===== src/rtl/bis_pkg.sv =====
`timescale 1ns / 1ps
// ----------------------------------------------------------------------------
// bis_pkg
// Shared types and constants of the byte insertion sorter.
// ----------------------------------------------------------------------------
package bis_pkg;

  // default depth of the sorted store
  localparam int MAX_ITEMS_DEF = 64;

  // one input transaction
  typedef struct packed {
    logic signed [7:0] value;
    logic              last_in;
  } in_item_t;

  // one output transaction
  typedef struct packed {
    logic signed [7:0] sorted_value;
    logic              last_out;
    logic              overflow;
  } out_item_t;

  // sequencer states
  typedef enum logic [1:0] {
    ST_IDLE,
    ST_CMP,
    ST_PLACE,
    ST_EMIT
  } state_t;

endpackage


===== src/rtl/bis_store.sv =====
`timescale 1ns / 1ps
// ----------------------------------------------------------------------------
// bis_store
// Sorted store: one write port, one read port with registered read data.
// ----------------------------------------------------------------------------
module bis_store #(
  parameter int MAX_ITEMS = bis_pkg::MAX_ITEMS_DEF,
  localparam int AW = (MAX_ITEMS > 1) ? $clog2(MAX_ITEMS) : 1
) (
  input  logic                 clk,
  input  logic                 wr_en,
  input  logic [AW-1:0]        wr_addr,
  input  logic signed [7:0]    wr_data,
  input  logic                 rd_en,
  input  logic [AW-1:0]        rd_addr,
  output logic signed [7:0]    rd_data
);

  logic signed [7:0] mem [MAX_ITEMS];

  // write port
  always_ff @(posedge clk) begin
    if (wr_en) begin
      mem[wr_addr] <= wr_data;
    end
  end

  // registered read port
  always_ff @(posedge clk) begin
    if (rd_en) begin
      rd_data <= mem[rd_addr];
    end
  end

endmodule


===== src/rtl/byte_insertion_sorter.sv =====
`timescale 1ns / 1ps
// ----------------------------------------------------------------------------
// byte_insertion_sorter
// Stable insertion sort of a run of signed bytes, emitted on the last item.
// ----------------------------------------------------------------------------
// Each input transaction is inserted into a sorted store of MAX_ITEMS bytes by
// one compare-and-shift step per cycle, walking down from the top entry: an
// item that finds the store empty is written straight to the bottom, one that
// finds it full is dropped and overflow is raised, and otherwise each stored
// entry that the item goes before moves up one place (at most MAX_ITEMS - 1
// entries). in_stall is high for the whole insertion. When the transaction
// carrying last_in has been taken in, the stored run is sent out in order, one
// transaction per cycle while out_stall is low, the final one with last_out
// set; the run then restarts empty. The descending bit selects the sort order
// and must be written by the user only while the block is idle (not enforced).
// ----------------------------------------------------------------------------
module byte_insertion_sorter #(
  parameter int MAX_ITEMS = bis_pkg::MAX_ITEMS_DEF,
  localparam int AW = (MAX_ITEMS > 1) ? $clog2(MAX_ITEMS) : 1,
  localparam int CW = $clog2(MAX_ITEMS + 1)
) (
  input  logic               clk,
  input  logic               rst,
  input  logic               in_valid,
  output logic               in_stall,
  input  bis_pkg::in_item_t  in_data,
  output logic               out_valid,
  input  logic               out_stall,
  output bis_pkg::out_item_t out_data,
  input  logic               cfg_wr_en,
  input  logic               cfg_wr_data
);

  localparam logic [CW-1:0] FULL = CW'(MAX_ITEMS);

  bis_pkg::state_t   state, state_next;
  logic [CW-1:0]     count, count_next;
  logic [CW-1:0]     pos, pos_next;
  logic [CW-1:0]     emit_idx, emit_idx_next;
  logic              dropped, dropped_next;
  logic              descending;
  logic signed [7:0] cur_value, cur_value_next;
  logic              cur_last, cur_last_next;
  logic              rd_pending, rd_pending_next;
  logic              rd_last, rd_last_next;

  logic              in_accept;
  logic              out_accept;
  logic              wr_en;
  logic [AW-1:0]     wr_addr;
  logic signed [7:0] wr_data;
  logic              rd_en;
  logic [CW-1:0]     rd_idx;
  logic signed [7:0] rd_data;
  logic              goes_after;
  logic              emit_load;
  logic              insert_done;

  assign in_stall   = (state != bis_pkg::ST_IDLE);
  assign in_accept  = in_valid && !in_stall;
  assign out_accept = out_valid && !out_stall;

  // shared compare unit
  assign goes_after = descending ? (rd_data < cur_value) : (rd_data > cur_value);

  // output register free or freed this cycle
  assign emit_load = rd_pending && (!out_valid || !out_stall);

  // store
  bis_store #(
    .MAX_ITEMS (MAX_ITEMS)
  ) u_store (
    .clk     (clk),
    .wr_en   (wr_en),
    .wr_addr (wr_addr),
    .wr_data (wr_data),
    .rd_en   (rd_en),
    .rd_addr (rd_idx[AW-1:0]),
    .rd_data (rd_data)
  );

  // next state
  always_comb begin
    state_next = state;
    unique case (state)
      bis_pkg::ST_IDLE: begin
        if (in_accept) begin
          if (count >= FULL || count == '0) begin
            state_next = in_data.last_in ? bis_pkg::ST_EMIT : bis_pkg::ST_IDLE;
          end else begin
            state_next = bis_pkg::ST_CMP;
          end
        end
      end
      bis_pkg::ST_CMP: begin
        if (goes_after) begin
          if (pos == CW'(1)) begin
            state_next = bis_pkg::ST_PLACE;
          end
        end else begin
          state_next = cur_last ? bis_pkg::ST_EMIT : bis_pkg::ST_IDLE;
        end
      end
      bis_pkg::ST_PLACE: begin
        state_next = cur_last ? bis_pkg::ST_EMIT : bis_pkg::ST_IDLE;
      end
      bis_pkg::ST_EMIT: begin
        if (emit_idx == count && !rd_pending) begin
          state_next = bis_pkg::ST_IDLE;
        end
      end
      default: state_next = bis_pkg::ST_IDLE;
    endcase
  end

  // datapath control and register next values
  always_comb begin
    count_next      = count;
    pos_next        = pos;
    emit_idx_next   = emit_idx;
    dropped_next    = dropped;
    cur_value_next  = cur_value;
    cur_last_next   = cur_last;
    rd_pending_next = rd_pending;
    rd_last_next    = rd_last;
    wr_en           = 1'b0;
    wr_addr         = pos[AW-1:0];
    wr_data         = cur_value;
    rd_en           = 1'b0;
    rd_idx          = CW'(pos - CW'(2));
    insert_done     = 1'b0;
    unique case (state)
      bis_pkg::ST_IDLE: begin
        rd_idx = CW'(count - CW'(1));
        if (in_accept) begin
          cur_value_next = in_data.value;
          cur_last_next  = in_data.last_in;
          emit_idx_next  = '0;
          if (count >= FULL) begin
            // store full: drop the item
            dropped_next = 1'b1;
          end else if (count == '0) begin
            // first item goes straight to the bottom
            wr_en      = 1'b1;
            wr_addr    = '0;
            wr_data    = in_data.value;
            count_next = CW'(1);
          end else begin
            // fetch the top entry to start the walk down
            rd_en    = 1'b1;
            pos_next = count;
          end
        end
      end
      bis_pkg::ST_CMP: begin
        if (goes_after) begin
          // move the entry up one place
          wr_en    = 1'b1;
          wr_data  = rd_data;
          pos_next = CW'(pos - CW'(1));
          rd_en    = (pos != CW'(1));
        end else begin
          wr_en       = 1'b1;
          insert_done = 1'b1;
        end
      end
      bis_pkg::ST_PLACE: begin
        wr_en       = 1'b1;
        insert_done = 1'b1;
      end
      bis_pkg::ST_EMIT: begin
        rd_idx = emit_idx;
        if (emit_load) begin
          rd_pending_next = 1'b0;
        end
        if (emit_idx != count && (!rd_pending || emit_load)) begin
          rd_en           = 1'b1;
          rd_pending_next = 1'b1;
          rd_last_next    = (CW'(emit_idx + CW'(1)) == count);
          emit_idx_next   = CW'(emit_idx + CW'(1));
        end
        if (emit_idx == count && !rd_pending) begin
          count_next   = '0;
          dropped_next = 1'b0;
        end
      end
      default: begin
      end
    endcase
    if (insert_done) begin
      count_next = CW'(count + CW'(1));
    end
  end

  // control registers
  always_ff @(posedge clk) begin
    if (rst) begin
      state      <= bis_pkg::ST_IDLE;
      count      <= '0;
      dropped    <= 1'b0;
      descending <= 1'b0;
      rd_pending <= 1'b0;
      out_valid  <= 1'b0;
    end else begin
      state      <= state_next;
      count      <= count_next;
      dropped    <= dropped_next;
      rd_pending <= rd_pending_next;
      if (cfg_wr_en) begin
        descending <= cfg_wr_data;
      end
      if (emit_load) begin
        out_valid <= 1'b1;
      end else if (out_accept) begin
        out_valid <= 1'b0;
      end
    end
  end

  // payload registers
  always_ff @(posedge clk) begin
    pos       <= pos_next;
    emit_idx  <= emit_idx_next;
    cur_value <= cur_value_next;
    cur_last  <= cur_last_next;
    rd_last   <= rd_last_next;
    if (emit_load) begin
      out_data.sorted_value <= rd_data;
      out_data.last_out     <= rd_last;
      out_data.overflow     <= dropped;
    end
  end

endmodule

===== config.mk =====
export PLATFORM = sky130hd
export DESIGN_NAME = byte_insertion_sorter
export DESIGN_NICKNAME = d
export VERILOG_FILES = /design/src/rtl/bis_pkg.sv /design/src/rtl/bis_store.sv /design/src/rtl/byte_insertion_sorter.sv
export SDC_FILE = /design/constraint.sdc
export NUM_CORES = 1
export LEC_CHECK = 0
export BUFFER_PORTS_ARGS = -buffer_cell sky130_fd_sc_hd__buf_2
export CORE_ASPECT_RATIO = 1.2
export CORE_MARGIN = 3
export CORE_UTILIZATION = 57
export DETAILED_ROUTE_END_ITERATION = 12
export GPL_TIMING_DRIVEN = 0
export PLACE_DENSITY_LB_ADDON = 0.15
export REMOVE_ABC_BUFFERS = 1
export SLEW_MARGIN = 10
export SYNTH_ARGS = -nofsm -noshare
export SYNTH_HDL_FRONTEND = slang
export SYNTH_SLANG_ARGS = --single-unit

===== constraint.sdc =====
create_clock -name clk -period 5.1 [get_ports clk]
set_input_delay 0 -clock clk [delete_from_list [all_inputs] [get_ports clk]]
set_output_delay 0 -clock clk [all_outputs]
set_load 0.01 [all_outputs]

; After elaboration in Yosys (flattened, before gate mapping)
; Memories as Yosys holds them, arrays and structs flattened. A register that Yosys moved wholly into a read port is not among the register bits.
; Index checks and enable logic that the tools add are counted.
[op_classes]
add_sub_neg = 5
reduce_logical = 29
magnitude_cmp = 3
muxes = 55
n_eq_ne = 20
[op_table]
columns = op, count
row1 = 2-to-1 mux 7 bit, 11
row2 = case mux 7 bit (2 select lines), 3
row3 = 2-to-1 mux 8 bit, 4
row4 = 2-to-1 mux 6 bit, 4
row5 = 2-to-1 mux 1 bit, 19
row6 = case mux 8 bit (2 select lines), 1
row7 = "inequality test 3 bit, second input constant", 5
row8 = "adder 7 x 1 -> 7 bit, second input constant", 2
row9 = equality test 7 bit, 2
row10 = 2-to-1 mux 2 bit, 7
row11 = "inequality test 2 bit, second input constant", 7
row12 = case mux 6 bit (2 select lines), 1
row13 = AND reduction 5 bit, 2
row14 = nonzero test 2 bit, 5
row15 = greater-than comparator 8 bit, 1
row16 = < comparator 8 bit, 1
row17 = case mux 2 bit (4 select lines), 1
row18 = "equality test 7 x 1 -> 1 bit, second input constant", 1
row19 = ">= comparator 7 bit, second input constant", 1
row20 = zero test 7 bit, 1
row21 = "inequality test 7 x 1 -> 1 bit, second input constant", 1
row22 = inequality test 7 bit, 1
row23 = "subtractor 7 x 1 -> 7 bit, second input constant", 1
row24 = case mux 1 bit (2 select lines), 3
row25 = 14 further kinds, 27
[word_totals]
ramBits = 512
in_bits = 15
n_memories = 1
regBits = 47
[mem_list]
columns = name, words, word_bits, rd, rd_ports_with_merged_regs, write_ports, line_no
row1 = u_store.mem, 64, 8, 1, 1, 1, bis_store.sv:19  ; logic signed [7:0] mem [MAX_ITEMS];

; Longest topological paths before layout
; Gate-level depths: netlist of run 1.
[logic_depth]
ltp_word = 7
mapped_depth = 14
depth_no_buf = 9

; Cells and area by module
; Synthesis of run 1 repeated with hierarchy kept, for this count alone.
[hier_totals]
hier_cells = 1270
area_unflattened_um2 = 23451.2
[modules_own_cells]
columns = module, cells_each, area_per_inst_um2, seq_area_each_um2, instances
row1 = bis_store, 940, 20246.9, 15615.0, 1
row2 = byte_insertion_sorter, 330, 3204.3, 1281.2, 1

; Least setup slack after synthesis of run 1
; Ideal clock, no wire load.
[synth_path]
kind = reg2reg
start = register u_store.rd_data[7] (read register of u_store.mem)
end = memory u_store.mem[0][1], data pin
stages_incl_launch_ff = 8
slack_ns = 0.139
t_arrival_ns = 4.259
n_path_buf = 0
setup_ns = 0.703
cell_sequence = edfxtp_1 -> ha_1 -> and4_1 -> o2111ai_1 -> a21o_1 -> nand3_1 -> a32oi_1 -> o21ai_0
[synth_between]
elab_chain_cells = 4
word_cells_on_any_way = 5
classes_between = order compare: 2 / mux: 3
[synth_rtl]
columns = item, line_no
row1 = start: declaration, bis_store.sv:16  ; output logic signed [7:0] rd_data
row2 = greater-than comparator 8 bit / < comparator 8 bit (equally long branches), byte_insertion_sorter.sv:64  ; assign goes_after = descending ? (rd_data < cur_value) : (rd_data > cur_value);
row3 = 2-to-1 mux 1 bit *, byte_insertion_sorter.sv:64
row4 = 2-to-1 mux 8 bit *, byte_insertion_sorter.sv:156  ; if (goes_after) begin
row5 = case mux 8 bit (2 select lines) *, byte_insertion_sorter.sv:132  ; unique case (state)
row6 = via u_store.wr_data[1], bis_store.sv:13  ; input logic signed [7:0] wr_data,
row7 = end: declaration, bis_store.sv:19
; Mark *: on every way through the listed nets, which the timed path passes. The rest lies on a longest branch.

; Final worst setup path of run 1
[layout_path]
start = register state[1]
end = register u_store.rd_data[2] (read register of u_store.mem), data pin
[layout_between]
elab_chain_cells = 5
word_cells_on_any_way = 9
classes_between = eq/ne: 2 / mux: 3 / reduce/logical: 4
[layout_rtl]
columns = item, line_no
row1 = start: declaration, byte_insertion_sorter.sv:36  ; bis_pkg::state_t state, state_next;
row2 = start signal: assignment, byte_insertion_sorter.sv:198  ; state <= bis_pkg::ST_IDLE;
row3 = start signal: assignment, byte_insertion_sorter.sv:205  ; state <= state_next;
row4 = nonzero test 2 bit, byte_insertion_sorter.sv:59  ; assign in_stall = (state != bis_pkg::ST_IDLE);
row5 = zero test 1 bit, byte_insertion_sorter.sv:60  ; assign in_accept = in_valid && !in_stall;
row6 = logical AND 1 bit, byte_insertion_sorter.sv:60
row7 = 2-to-1 mux 1 bit, byte_insertion_sorter.sv:135  ; if (in_accept) begin
row8 = case mux 1 bit (3 select lines), byte_insertion_sorter.sv:132
; Parallel ways exist; a longest one is shown, timed or not.
; A chain may end at the register's enable or synchronous reset.

==> run metrics, run 1 <==
outcome=finished, final reports clean; final hold violation count=0; RSZ-0062 raised after global routing=false; clock tree sinks=around 570; worst-margin pin slew=~1.2 ns; worst hold path type=primary input to flip-flop; Cell Area, Synth=between 20000 and 25000 um^2; CTS Root Cell=clkbuf_16; first drt pass iteration count=5; Area growth syn-to-layout=12.3%; Die Width=196 um; DP Area=25800 um^2; Reg area=16900 um^2; Ports=27; Clock Latency Late Sink=0.62 ns; dpl hpwl=38800 um; Post-synth EDFFs=554; initial antenna violation count=1; post-synthesis sequential element count=567; Synth Area per Inst=~15 um^2; Layout fillers=2901; Port-buffer cells=26; Final Setup Violations=0; synth top area cells=edfxtp_1, mux4_2, mux2_2, a221o_1, mux2i_1; Slew HR=0.192; WP data required=5.42 ns; max-slew violations=0; Fin Hold WS=0.131 ns; Main synth FF type=edfxtp_1; critical path's slowest cell=or4_1; Die Ht=between 200 and 250 um; CP endpoint kind=flip-flop; vias per cell=6.65; vias in the first global route=14557; Ys Warns=0; synth unique cells=80; Max Fclk=0.211 GHz; CP Launch Type=flip-flop; share of Yosys cell area claimed by the top area cell type=0.675; Final Cell Area=27700 um^2; wire per inst=about 27 um; Tot GR Track Use=0.259; cell mode on critical path=buf_16; CTS tree=yes; total wire length=59600 um; total CTS buffers=54; period utilisation layout=0.931; pin count of the biggest net entering global routing=87; hold_sp=in_data[3]; core area=42300 um^2; DR iter-0 viols=1622; reg2reg start=state[1]$_SDFFE_PP0P_; Die Area=45800 um^2; Clock Tree Buf Depth=3; total congestion overflow=0; crit path max fanout=44; Synth area leader=edfxtp_1; fin crit period=4.75 ns; Multi-input gate area=7230 um^2; GP Congestion=approximately 0.85; max cap viols=0; share of layout cells above drive strength 1=0.168; first-pass GRT wire length=90200 um; ys async rst share=0; Setup Skew=0.0233 ns; Post-DRT Antenna Nets=0; detailed-route DRC error count=0; ANT cells=0; arrival time worst endpoint=5.06 ns; Starting Density=0.583; Placement Rows=82; Post-Synthesis Cells=roughly 1600; DR vias=about 15000; sequential element share of the synthesized area=0.686; Crit Path Category=flip-flop to flip-flop; # nets final=1682; slowest stage delay, CP=0.69 ns; Cell Chain, Critical Path=inv_1 > ha_4 > nor2b_4 > buf_12 > a21oi_4 > buf_8 > buf_16 > buf_16 > a221o_1 > a211oi_1 > a2111oi_0 > or4_1 > a211o_1; Worst-path clk slew=approximately 0.060 ns; # H-tree levels=2; Crit. Startpoint=state[1]$_SDFFE_PP0P_
[repair_timing]
action | 4_1_cts | 5_1_grt
setup endpoints to repair | 8 | 8
hold endpoints to repair | 48 | 0
pin swaps | 1 | 1
hold buffers | 16 | 0
resized for setup | 2 | 1
buffers inserted | 4 | 1
cloned | 2 | 0
[sequential cells by signal, indices dropped and copies added, names as in the netlist]
| name | count |
|---|---|
| cur_last | 1 |
| emit_idx | 7 |
| descending | 1 |
| out_valid | 1 |
| rd_pending | 1 |
| state | 2 |
| out_data | 10 |
| rd_last | 1 |
| cur_value | 8 |
| u_store.rd_data | 8 |
| u_store.mem | 512 |
| pos | 7 |
| dropped | 1 |
| count | 7 |
[cells in the mapped netlist (6+ instances only)]
cell       instances
a311oi_1          16
nor2_1            99
a22o_1             6
buf_4              8
a221oi_1          27
nand2b_1           8
mux2_2            56
nand2_1          102
dfxtp_1           13
mux4_2            44
o22ai_1           30
buf_2             28
and3_1            69
ha_1              21
xor2_1            14
or4_1             15
a2111oi_0         10
xnor2_1           14
a221o_1           48
a21o_1             6
a211o_1           10
a32oi_1            6
and2_1             6
edfxtp_1         554
mux2i_1           45
a211oi_1          42
o21ai_0           16
nor3_1            24
nor4_1            29
a32o_1            10
a31oi_1            8
a21oi_1           29
clkbuf_1          55
inv_1             22
nand3_1           22
buf_6              6
[routing by layer]
metal | wire [um] | global-route usage | share of wire
met3 | 4500 | 0.0460 | 0.075
met4 | 2390 | 0.0998 | 0.040
met5 | 13 | 0 | 0.00022
met1 | 23900 | 0.358 | 0.40
met2 | 28800 | 0.419 | 0.48
[worst max-delay path: cells and delay by family, from the launching register on]
kind	cells	cell delay (ns)
adders and majority gates	1	0.62
AOI/OAI and AO/OA	5	1.25
and+or+nand+nor	2	1.24
DFF	1	0.41
buffers and inverters	5	0.91
[cells by family (layout without fill, tap and decap cells)]
kind of cell    after synthesis  count (layout)  share of synthesized area
compound gates              301             302                     0.0973
xor+xnor                     28              28                    0.00995
fa+ha+maj                    21              21                     0.0107
buf+inv                     131             213                     0.0266
flops                       567             567                      0.686
mux                         147             147                     0.0862
simple gates                407             408                     0.0836
[through the flow]
step           worst slack (ns)  TNS (ns)  cells  utilization
3_3_place_gp             -10.34  -1668.20   2066        0.589
2_1_floorplan             -4.24    -33.65   1494            -
5_1_grt                   0.163         0   2232        0.654
6_report                  0.354         0   2232        0.654
3_5_place_dp             -0.468     -3.05   2113        0.611
4_1_cts                  0.0243         0   2231        0.654
[final timing paths]
kind                                   to  slack, ns  depth (start not counted)
max          u_store.rd_data[2]$_DFFE_PP_       0.35                         13
min                cur_value[2]$_DFFE_PP_       0.13                          2
max reg2reg  u_store.rd_data[2]$_DFFE_PP_       0.35                         13
min reg2reg         out_data[1]$_DFFE_PP_       0.42                          0
[cells in the final DEF (no fill, tap or decap), types with 11 or more instances in the layout]
cell type and n:
a211oi_1 42, a21oi_1 28, a221o_1 48, a221oi_1 27
a311oi_1 16, and3_1 69, buf_12 11, buf_16 12
buf_2 26, buf_4 11, buf_8 13, clkbuf_1 12
clkbuf_16 55, clkinv_1 20, dfxtp_1 13, dlygate4sd3_1 16
edfxtp_1 554, ha_1 20, inv_1 22, mux2_2 56
mux2i_1 45, mux4_2 44, nand2_1 102, nand3_1 22
nor2_1 98, nor3_1 23, nor4_1 29, o21ai_0 12
o22ai_1 30, or4_1 15, xnor2_1 14, xor2_1 14
[area by class of cell]
cell class	instances	area share
Sequential cell	567	0.611
Multi-Input combinational cell	906	0.261
Clock buffer	67	0.0514
Timing Repair Buffer	94	0.0425
Tap cell	546	0.0247
Clock inverter	29	0.00611
Inverter	23	0.00312
Power of run 1 is left out: the tool's default activity adds up to more than one toggle a clock period on the data nets, which glitch-free logic cannot reach.
==> run 2: changes to the inputs <==
CORE_UTILIZATION = 40   (was 57)
SKIP_CTS_REPAIR_TIMING = 1   (was unset)
==> run metrics, run 2 (synthesis results as in run 1) <==
outcome=finished, final reports clean; arrival time worst endpoint=5.24 ns; wire per inst=approximately 26 um; Clock Latency Late Sink=slightly above 0.6 ns; Setup Skew=0.0190 ns; largest registers=u_store.mem: 512 flops, out_data: 10 flops; commonest non-fill, non-tap cells in the layout=edfxtp_1, nand2_1, nor2_1, and3_1, clkbuf_16; Clock Tree Buf Depth=3; Area growth syn-to-layout=14.3%; max cap viols=0; worst-margin pin slew=1.35 ns; slowest stage delay, CP=0.64 ns; clock tree sinks=567; CTS tree=yes; fin crit period=4.90 ns; initial antenna violation count=0; Layout fillers=approximately 5300; pin count of the biggest net entering global routing=80; critical path's slowest cell=or4_1; RSZ-0062 raised after global routing=false; Reg area=16900 um^2; cell mode on critical path=buf_8; final hold violation count=0; max-slew violations=0; GP Congestion=0.861; total CTS buffers=56; # nets final=1681; Die Width=roughly 230 um; ANT cells=0; core area=between 60000 and 70000 um^2; first-pass GRT wire length=95500 um; WP data required=5.44 ns; detailed-route DRC error count=0; Worst-path clk slew=0.07 ns; vias in the first global route=14526; Multi-input gate area=7250 um^2; Ports=27; Tot GR Track Use=0.198; Post-DRT Antenna Nets=0; CP Launch Type=flip-flop; Most flops, register=u_store.mem; Cell Chain, Critical Path=ha_1 > and2_1 > o31ai_4 > buf_8 > buf_8 > buf_16 > buf_8 > buf_16 > mux4_1 > mux2i_1 > nor3_1 > or4_1 > a211o_1; Die Ht=278 um; # H-tree levels=2; CTS Root Cell=clkbuf_16; Worst Path Buf+Inv=5; first drt pass iteration count=5; Starting Density=0.404; period utilisation layout=0.962; total congestion overflow=0; Slew HR=0.0765; vias per cell=5.86; worst hold path type=primary input to flip-flop; Max Fclk=0.204 GHz; Placement Rows=99; commonest non-fill, non-tap cell in the layout=edfxtp_1; DR iter-0 viols=1328; post-layout util=0.462; CP endpoint kind=flip-flop; max reg flops=512; DR vias=14624; Port-buffer cells=26; CP top delay family=simple AND/OR/NAND/NOR gates; Die Area=64600 um^2; total wire length=65000 um; Setup WS pre-CTS=-0.204 ns; dpl hpwl=roughly 42000 um; Final Worst Setup Slack=0.196 ns; Fin Hold WS=between 0.1 and 0.15 ns; Crit Path Category=flip-flop to flip-flop; crit path max fanout=17; Final Setup Violations=0; share of layout cells above drive strength 1=0.171
run 2: cell count changes in the layout (fill, tap and decap cells not counted), sizes merged:
cell | previous run | this run
clkinv | 29 | 28
bufinv | 1 | 5
clkinvlp | 0 | 1
buf | 78 | 75
run 2: final cells by class:
class	count	share of cell area
sequential	567	0.600
multi-input combinational	906	0.257
clock buffer	67	0.0520
timing repair buffer	91	0.0421
tap	808	0.0359
clock inverter	33	0.00951
inverter	23	0.00307
run 2: final timing paths:
path / start / slack (ns) / cells past startpoint / end
max: state[1]$_SDFFE_PP0P_ / 0.20 / 13 / u_store.rd_data[3]$_DFFE_PP_
min: in_data[4] / 0.11 / 2 / cur_value[3]$_DFFE_PP_
max reg2reg: state[1]$_SDFFE_PP0P_ / 0.20 / 13 / u_store.rd_data[3]$_DFFE_PP_
min reg2reg: rd_last$_DFFE_PP_ / 0.43 / 0 / out_data[1]$_DFFE_PP_
run 2: layer usage:
layer | global-route usage | wire length, um | vias up
met1 | 0.264 | 26900 | 7458
met2 | 0.329 | 32100 | 462
met5 | 0 | 0 | -
li1 | - | - | 6582
met3 | 0.0281 | 3340 | 122
met4 | 0.0752 | 2640 | 0
run 2: worst register-to-register path, stage by stage, from the launching register on:
cell and delay, ns:
dfxtp_1 0.35, ha_1 0.45, and2_1 0.36, o31ai_4 0.49, buf_8 0.25, buf_8 0.21, buf_16 0.18, buf_8 0.20
buf_16 0.17, mux4_1 0.55, mux2i_1 0.29, nor3_1 0.12, or4_1 0.64, a211o_1 0.37
run 2: per-stage QoR:
stage,cells,cell area [um^2],setup TNS (ns)
floorplan,1494,24100,-33.65
CTS,2475,28000,-1.19
global route,2495,28200,0
global placement,2328,25200,-1932.95
detailed placement,2375,26200,-1.15
finish,2495,28200,0
Power of run 2 is left out for the same reason.
==> run 3: changes to the inputs <==
BUFFER_PORTS_ARGS = -buffer_cell sky130_fd_sc_hd__clkbuf_2   (was -buffer_cell sky130_fd_sc_hd__buf_2)
==> run metrics, run 3 (synthesis results as in run 1) <==
Clock Latency Late Sink=0.63 ns; reg-to-reg endpoint=u_store.rd_data[5]$_DFFE_PP_; Reg2Reg Depth=15; max cap viols=0; Worst-path clk slew=0.06 ns; Starting Density=0.404; Final TNS setup=0 ns; reg2reg setup slack=between 0.15 and 0.2 ns; Post-DRT Antenna Nets=0; total wire length=65300 um; Slew HR=0.101; fin crit period=~4.9 ns; final hold violation count=0; Die Ht=about 280 um; wire per inst=26.2 um; detailed-route DRC error count=0; commonest non-fill, non-tap cell in the layout=edfxtp_1; Die Width=233 um; CP endpoint kind=flip-flop; Most flops, register=u_store.mem; first drt pass iteration count=5; CTS tree=yes; CP Launch Type=flip-flop; worst hold path type=primary input to flip-flop; slowest stage delay, CP=0.60 ns; clock tree sinks=567; dpl hpwl=about 42000 um; post-route insts no fill=2495; Area growth syn-to-layout=14.2%; max reg flops=512; critical path's slowest cell=or4_1; Placement Rows=99; CP endpoint=u_store.rd_data[5]$_DFFE_PP_; placed insts=2377; initial antenna violation count=0; Tot GR Track Use=0.199; reg2reg start=state[1]$_SDFFE_PP0P_; share of layout cells above drive strength 1=0.173; GP Congestion=0.836; Die Area=64600 um^2; Cell Chain, Critical Path=inv_1 > ha_4 > buf_16 > nor2b_4 > buf_12 > buf_16 > a21oi_4 > buf_16 > buf_16 > buf_16 > a221o_1 > a21oi_1 > a2111oi_0 > or4_1 > a211o_1; total CTS buffers=between 50 and 60; Clock Tree Buf Depth=3; DP Area=26300 um^2; first-pass GRT wire length=around 96000 um; Final Setup Violations=0; Crit. Startpoint=state[1]$_SDFFE_PP0P_; total congestion overflow=0; DR vias=14665; Final Cell Area=28100 um^2; vias in the first global route=14680; max-slew violations=0; crit path max fanout=80; Fin Hold WS=0.107 ns; # nets final=1683; CTS Root Cell=clkbuf_16; RSZ-0062 raised after global routing=false; # H-tree levels=2; arrival time worst endpoint=5.26 ns; Setup Skew=between 0.03 and 0.04 ns; commonest non-fill, non-tap cells in the layout=edfxtp_1, nand2_1, nor2_1, and3_1; DR iter-0 viols=approximately 1300; worst-margin pin slew=between 1 and 1.5 ns; period utilisation layout=0.963; largest registers=u_store.mem: 512 flops, out_data: 10 flops; cell mode on critical path=buf_16; pin count of the biggest net entering global routing=81; Max Fclk=0.204 GHz; Ports=27; WP data required=roughly 5.5 ns; outcome=finished, final reports clean; Port-buffer cells=26; vias per cell=5.88; core area=60900 um^2; Crit Path Category=flip-flop to flip-flop; ANT cells=0
## run 3: worst max-delay path, delay by kind of cell (launching register included)
family / cells / cell delay [ns]
buffers and inverters: 7 / 1.43
AOI/OAI and AO/OA: 5 / 1.22
and+or+nand+nor: 2 / 1.17
DFF: 1 / 0.42
adders and majority gates: 1 / 0.34
## run 3: area by class of cell
cell class	instances	area (um^2)
fill	5318	32800
sequential	567	16900
multi-input combinational	905	7240
clock buffer	78	1510
timing repair buffer	94	1230
tap	808	1010
clock inverter	20	149
inverter	23	86.3
## run 3: how the worst min path moves through the flow
stage | slack, ns | depth (start not counted) | start | endpoint
2_1_floorplan | 0.07 | 1 | rst | count[1]$_SDFFE_PP0P_
3_3_place_gp | 0.20 | 1 | in_data[4] | cur_value[3]$_DFFE_PP_
3_5_place_dp | 0.20 | 1 | in_data[6] | cur_value[5]$_DFFE_PP_
4_1_cts | -0.47 | 1 | in_data[4] | cur_value[3]$_DFFE_PP_
5_1_grt | 0.11 | 2 | in_data[4] | cur_value[3]$_DFFE_PP_
6_report | 0.11 | 2 | in_data[4] | cur_value[3]$_DFFE_PP_
## run 3: metal layers
metal,track usage,vias to the layer above,part of all wire,wire [um]
met3,0.0280,142,0.045,2940
met4,0.0817,0,0.042,2760
met1,0.261,7527,0.41,27000
met2,0.334,405,0.50,32700
li1,-,6591,-,-
met5,0,-,0,0
## run 3: per-stage QoR
| stage | utilization | setup WS [ns] |
|---|---|---|
| floorplan | - | -4.24 |
| global placement | 0.414 | -12.02 |
| detailed placement | 0.431 | -0.239 |
| CTS | 0.458 | -0.259 |
| global route | 0.462 | 0.00777 |
| finish | 0.462 | 0.187 |
Power of run 3 is left out for the same reason.
